$ cat src/hw/rtl/lsc_pkg.sv
// Shared types and constants for the lottery scheduler with CMWC random source.
// Used by lsc_ctrl, lsc_dp and lottery_scheduler_cmwc_unit; no dependencies.
`timescale 1ns / 1ps
package lsc_pkg;

   // sizing
   localparam int NUM_SLOTS   = 64;
   localparam int LAG_DEPTH   = 4096;
   localparam int TICKET_BITS = 16;
   localparam int SIDX_W      = $clog2(NUM_SLOTS);
   localparam int LAG_W       = $clog2(LAG_DEPTH);
   localparam int TOTAL_W     = 22;
   localparam int REM_W       = TOTAL_W + 1;
   localparam int RND_W       = 32;
   localparam int DIV_CNT_W   = $clog2(RND_W);
   localparam int MUL_W       = 15;
   localparam int PROD_W      = MUL_W + RND_W;
   localparam int CARRY_W     = 19;
   localparam int STATE_W     = 3;
   localparam int ENTRY_W     = STATE_W + TICKET_BITS;
   localparam int SUM_RAW_W   = TICKET_BITS + SIDX_W;
   localparam int SUM_W       = (SUM_RAW_W > TOTAL_W) ? SUM_RAW_W : TOTAL_W;

   // generator constants
   localparam logic [RND_W-1:0]   GOLDEN     = 32'h9e3779b9;
   localparam logic [MUL_W-1:0]   CMWC_MUL   = 15'd18782;
   localparam logic [CARRY_W-1:0] CARRY_INIT = 19'd362436;
   localparam logic [RND_W-1:0]   CMWC_BASE  = 32'hfffffffe;
   localparam logic [RND_W-1:0]   SEED_RESET = 32'd1323;

   // function codes
   localparam logic [1:0] FN_SET_TICKETS = 2'd0;
   localparam logic [1:0] FN_SET_STATE   = 2'd1;
   localparam logic [1:0] FN_PICK        = 2'd2;

   // slot state codes
   localparam logic [STATE_W-1:0] ST_SLEEPING = 3'd2;
   localparam logic [STATE_W-1:0] ST_RUNNABLE = 3'd3;
   localparam logic [STATE_W-1:0] ST_RUNNING  = 3'd4;

   // register indexes
   localparam logic CSR_SEED  = 1'b0;
   localparam logic CSR_STORE = 1'b1;

   typedef struct packed {
      logic [1:0]  func;
      logic [5:0]  slot;
      logic [15:0] ticket_value;
      logic [2:0]  new_state;
   } req_type;

   typedef struct packed {
      logic               picked;
      logic [5:0]         winner;
      logic [TOTAL_W-1:0] total;
      logic [TOTAL_W-1:0] draw;
   } rsp_type;

   typedef enum logic [3:0] {
      S_IDLE, S_DISPATCH, S_EV_RD, S_EV_WR, S_FILL, S_RND_RD, S_RND_MUL,
      S_RND_ADD, S_RND_FIX, S_DIV, S_SCAN, S_WIN, S_RESP
   } ctrl_state_type;

   typedef struct packed {
      logic load_req;
      logic ev_wr;
      logic fill;
      logic rnd_rd;
      logic rnd_mul;
      logic rnd_add;
      logic rnd_fix;
      logic div_step;
      logic scan_step;
      logic win;
      logic load_rsp;
   } cmd_type;

   typedef struct packed {
      logic [1:0] func;
      logic       seeded;
      logic       fill_last;
      logic       div_last;
      logic       scan_hit;
      logic       scan_end;
   } status_type;

endpackage

$ cat src/hw/rtl/lsc_ctrl.sv
// Sequencing controller for the lottery scheduler.
// Depends on lsc_pkg; drives commands into lsc_dp and reads its status.
`timescale 1ns / 1ps
module lsc_ctrl
   import lsc_pkg::*;
(
   input  logic       clock,
   input  logic       reset,
   input  logic       req_valid,
   input  logic       rsp_free,
   input  status_type status,
   output cmd_type    cmd,
   output logic       idle
);

   ctrl_state_type state_ff, state_in;

   // state register
   always_ff @(posedge clock) begin
      if (reset) begin
         state_ff <= S_IDLE;
      end else begin
         state_ff <= state_in;
      end
   end

   // next state
   always_comb begin
      state_in = state_ff;
      case (state_ff)
         S_IDLE: begin
            if (req_valid) state_in = S_DISPATCH;
         end
         S_DISPATCH: begin
            case (status.func)
               FN_SET_TICKETS, FN_SET_STATE: state_in = S_EV_RD;
               FN_PICK: state_in = status.seeded ? S_RND_RD : S_FILL;
               default: state_in = S_RESP;
            endcase
         end
         S_EV_RD:   state_in = S_EV_WR;
         S_EV_WR:   state_in = S_RESP;
         S_FILL: begin
            if (status.fill_last) state_in = S_RND_RD;
         end
         S_RND_RD:  state_in = S_RND_MUL;
         S_RND_MUL: state_in = S_RND_ADD;
         S_RND_ADD: state_in = S_RND_FIX;
         S_RND_FIX: state_in = S_DIV;
         S_DIV: begin
            if (status.div_last) state_in = S_SCAN;
         end
         S_SCAN: begin
            if (status.scan_hit) state_in = S_WIN;
            else if (status.scan_end) state_in = S_RESP;
         end
         S_WIN:     state_in = S_RESP;
         S_RESP: begin
            if (rsp_free) state_in = S_IDLE;
         end
         default:   state_in = S_IDLE;
      endcase
   end

   // command outputs
   always_comb begin
      cmd = '0;
      idle = 1'b0;
      case (state_ff)
         S_IDLE: begin
            idle = 1'b1;
            cmd.load_req = req_valid;
         end
         S_EV_WR:   cmd.ev_wr = 1'b1;
         S_FILL:    cmd.fill = 1'b1;
         S_RND_RD:  cmd.rnd_rd = 1'b1;
         S_RND_MUL: cmd.rnd_mul = 1'b1;
         S_RND_ADD: cmd.rnd_add = 1'b1;
         S_RND_FIX: cmd.rnd_fix = 1'b1;
         S_DIV:     cmd.div_step = 1'b1;
         S_SCAN:    cmd.scan_step = 1'b1;
         S_WIN:     cmd.win = 1'b1;
         S_RESP:    cmd.load_rsp = rsp_free;
         default:   cmd = '0;
      endcase
   end

endmodule

$ cat config.mk
export PLATFORM = sky130hd
export DESIGN_NAME = lsc_ctrl
export DESIGN_NICKNAME = d
export VERILOG_FILES = /design/src/hw/rtl/lsc_pkg.sv /design/src/hw/rtl/lsc_ctrl.sv
export SDC_FILE = /design/constraint.sdc
export NUM_CORES = 1
export LEC_CHECK = 0
export BUFFER_PORTS_ARGS = -buffer_cell sky130_fd_sc_hd__buf_2
export CORE_UTILIZATION = 31
export DETAILED_ROUTE_END_ITERATION = 10
export GPL_TIMING_DRIVEN = 0
export HOLD_SLACK_MARGIN = 0.02
export MAX_ROUTING_LAYER = met4
export RECOVER_POWER = 50
export SLEW_MARGIN = 30
export SYNTH_ARGS = -nofsm -noshare
export SYNTH_HDL_FRONTEND = slang
export SYNTH_SLANG_ARGS = --single-unit
$ cat constraint.sdc
create_clock -name clock -period 1.6 [get_ports clock]
set_clock_uncertainty 0.05 [all_clocks]
set_input_delay 0.32 -clock clock [delete_from_list [all_inputs] [get_ports clock]]
set_output_delay 0.32 -clock clock [all_outputs]
set_load 0.005 [all_outputs]
==> results.sh <==
export IMPL_outcome="completed"
export IMPL_grtUsageTotal_pct=18.04
export IMPL_synthTopCellsByArea="dfxtp_1, nor3_1, nor2_1"
export IMPL_clock_latency_ps=230
export IMPL_dr_pass1_iters=4
export IMPL_synth_edf_count=0
export IMPL_synthToLayoutAreaGrowth_pct=47.75
export IMPL_whs_ps=330.1
export IMPL_die_x_um=39.91
export IMPL_ys_seq_area_share_pct=17.98
export IMPL_grt_overflow=0
export IMPL_hp_class="input port to flop"
export IMPL_num_antenna_cells=0
export IMPL_cts_root_buf="clkbuf_4"
export IMPL_power_density_nw_per_um2=1080
export IMPL_cts_buffers=3
export IMPL_timing_final_max_slew_violations=0
export IMPL_drive_above_1_share_pct=41.30
export IMPL_synth_top_family_by_area="simple AND/OR/NAND/NOR gates"
export IMPL_power_leakage_nw=0.2823
export IMPL_regMostFlops="state_ff"
export IMPL_synth_area_um2=445.4
export IMPL_yosysTopAreaCellShare_pct=17.98
export IMPL_rsz0062_at_grt="yes"
export IMPL_ir_worst_vdd_uv=538.7
export IMPL_yosys_register_bits=4
export IMPL_synth_fa_ha_area_share_pct=0
export IMPL_routedWlPerCell_um=12.19
export IMPL_antenna_left=0
export IMPL_crit_type="flop to output port"
export IMPL_syn_avg_cell_area_um2=7.070
export IMPL_worst_path_max_fanout=5
export IMPL_viasPerCell=5.215
export IMPL_mostFrequentLayoutCell="buf_2"
export IMPL_wl_um=1304
export IMPL_period_minus_slack_ps=1581
export IMPL_cts_path_max_buffers=2
export IMPL_rows=13
export IMPL_largest_register_ffs=4
export IMPL_cts_tree="done"
export IMPL_p_total_mw=0.7108
export IMPL_relSlewSlack_pct=80.16
export IMPL_final_cell_mix="buf_2, nor2_1, nor3_1, nand2_1"
export IMPL_initial_core_util_pct=33.81
export IMPL_antenna_found_initial=0
export IMPL_post_dp_hpwl_um=985.1
export IMPL_synthXorXnorAreaFrac_pct=0
export IMPL_dpl_instance_area_um2=574.3
export IMPL_vias=558
export IMPL_top_regs="state_ff: 4 flops"
export IMPL_port_buffers=22
export IMPL_cts_hold_buffers=0
export IMPL_htreeDepth=1
export IMPL_fp_dieH_um=39.91
export IMPL_async_reset_ff_share_pct=0
export IMPL_critical_path_required_ps=1230
export IMPL_finalInstanceArea_um2=658.1
export IMPL_clkTransAtPathRegs_ps=40
export IMPL_synthDistinctLibCells=29
export IMPL_synth_compound_area_share_pct=24.72
export IMPL_yosys_area_share_simple_pct=45.22
export IMPL_ios=23
export IMPL_synth_nets=74
export IMPL_maxCapViolCount=0
export IMPL_cts_sinks=4
export IMPL_end_kind="output port"
export IMPL_gp_congestion=0.8044
export IMPL_max_freq_mhz=632.4
export IMPL_synth_flop_cell="dfxtp_1"
export IMPL_drtIter0Drc=8
export IMPL_critPathArrivalTime_ps=1210
export IMPL_synthMuxAreaShare_pct=2.247
export IMPL_period_share_pct=98.83
export IMPL_synthCells=63
export IMPL_synth_largest_area_cell="dfxtp_1"
export IMPL_finalHoldViolCount=0
export IMPL_grt_pass1_wl_um=1794
export IMPL_tightestPinTransition_ps=294.4
export IMPL_final_util_pct=49.95
export IMPL_fp_coreArea_um2=1318
export IMPL_dieArea_um2=1592
export IMPL_drcViolationCount=0
export IMPL_grt_max_degree=11
export IMPL_crit_path_start_kind="flop"
export IMPL_first_global_vias=404
export IMPL_num_nets_final=105
export IMPL_setup_viol=0
export IMPL_ys_warn_count=0
[worst paths after layout]
path	start	end	slack (ps)	cells after the start
worst min-delay path	status[2]	state_ff[0]	330	4
worst max-delay path	state_ff[1]	cmd[10]	20	4
worst min register to register	state_ff[3]	state_ff[3]	500	2
worst max register to register	state_ff[0]	state_ff[2]	40	5
[cell families after synthesis]
| family | after synthesis |
|---|---|
| and+or+nand+nor | 35 |
| muxes | 1 |
| AOI/OAI and AO/OA | 14 |
| DFF | 4 |
| buffers and inverters | 9 |
[critical path, cell delays in order (launching register included)]
cell and delay [ps]:
dfxtp_2 330, buf_6 130, nor4_4 260, and2_1 150
buf_2 100
[per-stage QoR]
step	setup WS [ps]	setup TNS [ps]	instances
final	18.68	0	107
after detailed placement	94.71	0	100
after global placement	92.78	0	100
after CTS	3.621	0	107
after floorplan	201.5	0	63
after global routing	-77.97	-94.54	107
[synthesized netlist by cell type (2+ instances only)]
cell / instances
a21oi_1: 5
o21ai_1: 2
nor3_1: 6
dfxtp_1: 4
nand2b_1: 4
nand2_1: 6
nor2_1: 7
inv_1: 5
buf_4: 2
buf_2: 2
or2b_1: 2
[power by group]
| group | switching [mW] | total, mW | internal, mW |
|---|---|---|---|
| clock | 0.0360 | 0.120 | 0.0836 |
| combinational | 0.211 | 0.432 | 0.220 |
| sequential | 0.0306 | 0.159 | 0.129 |
| total | 0.278 | 0.711 | 0.433 |
[repair_timing]
| item | CTS | global route |
|---|---|---|
| setup endpoints to repair | 5 | 4 |
| setup buffers | 4 | 0 |
| gates cloned | 0 | 0 |
| pin swaps | 2 | 3 |
| gates resized for setup | 12 | 0 |
[layout make-up]
class                           count  area (um^2)
Fill cell                         148        659.4
Multi-Input combinational cell     50        331.6
Timing Repair Buffer               26        136.4
Sequential cell                     4        85.08
Buffer                              4        45.04
Clock buffer                        3        22.52
Inverter                            5        18.77
Tap cell                           15        18.77
[layer usage]
metal	vias up	wire length [um]	share of wire (%)	GRT usage, %
met3	0	66	5.1	3.977
met2	18	592	45	24.60
met4	0	0	0	10.34
met1	255	645	49	23.91
li1	285	-	-	-
met5	-	0	0	-
Note: power is estimated with default switching activity, not from simulation.
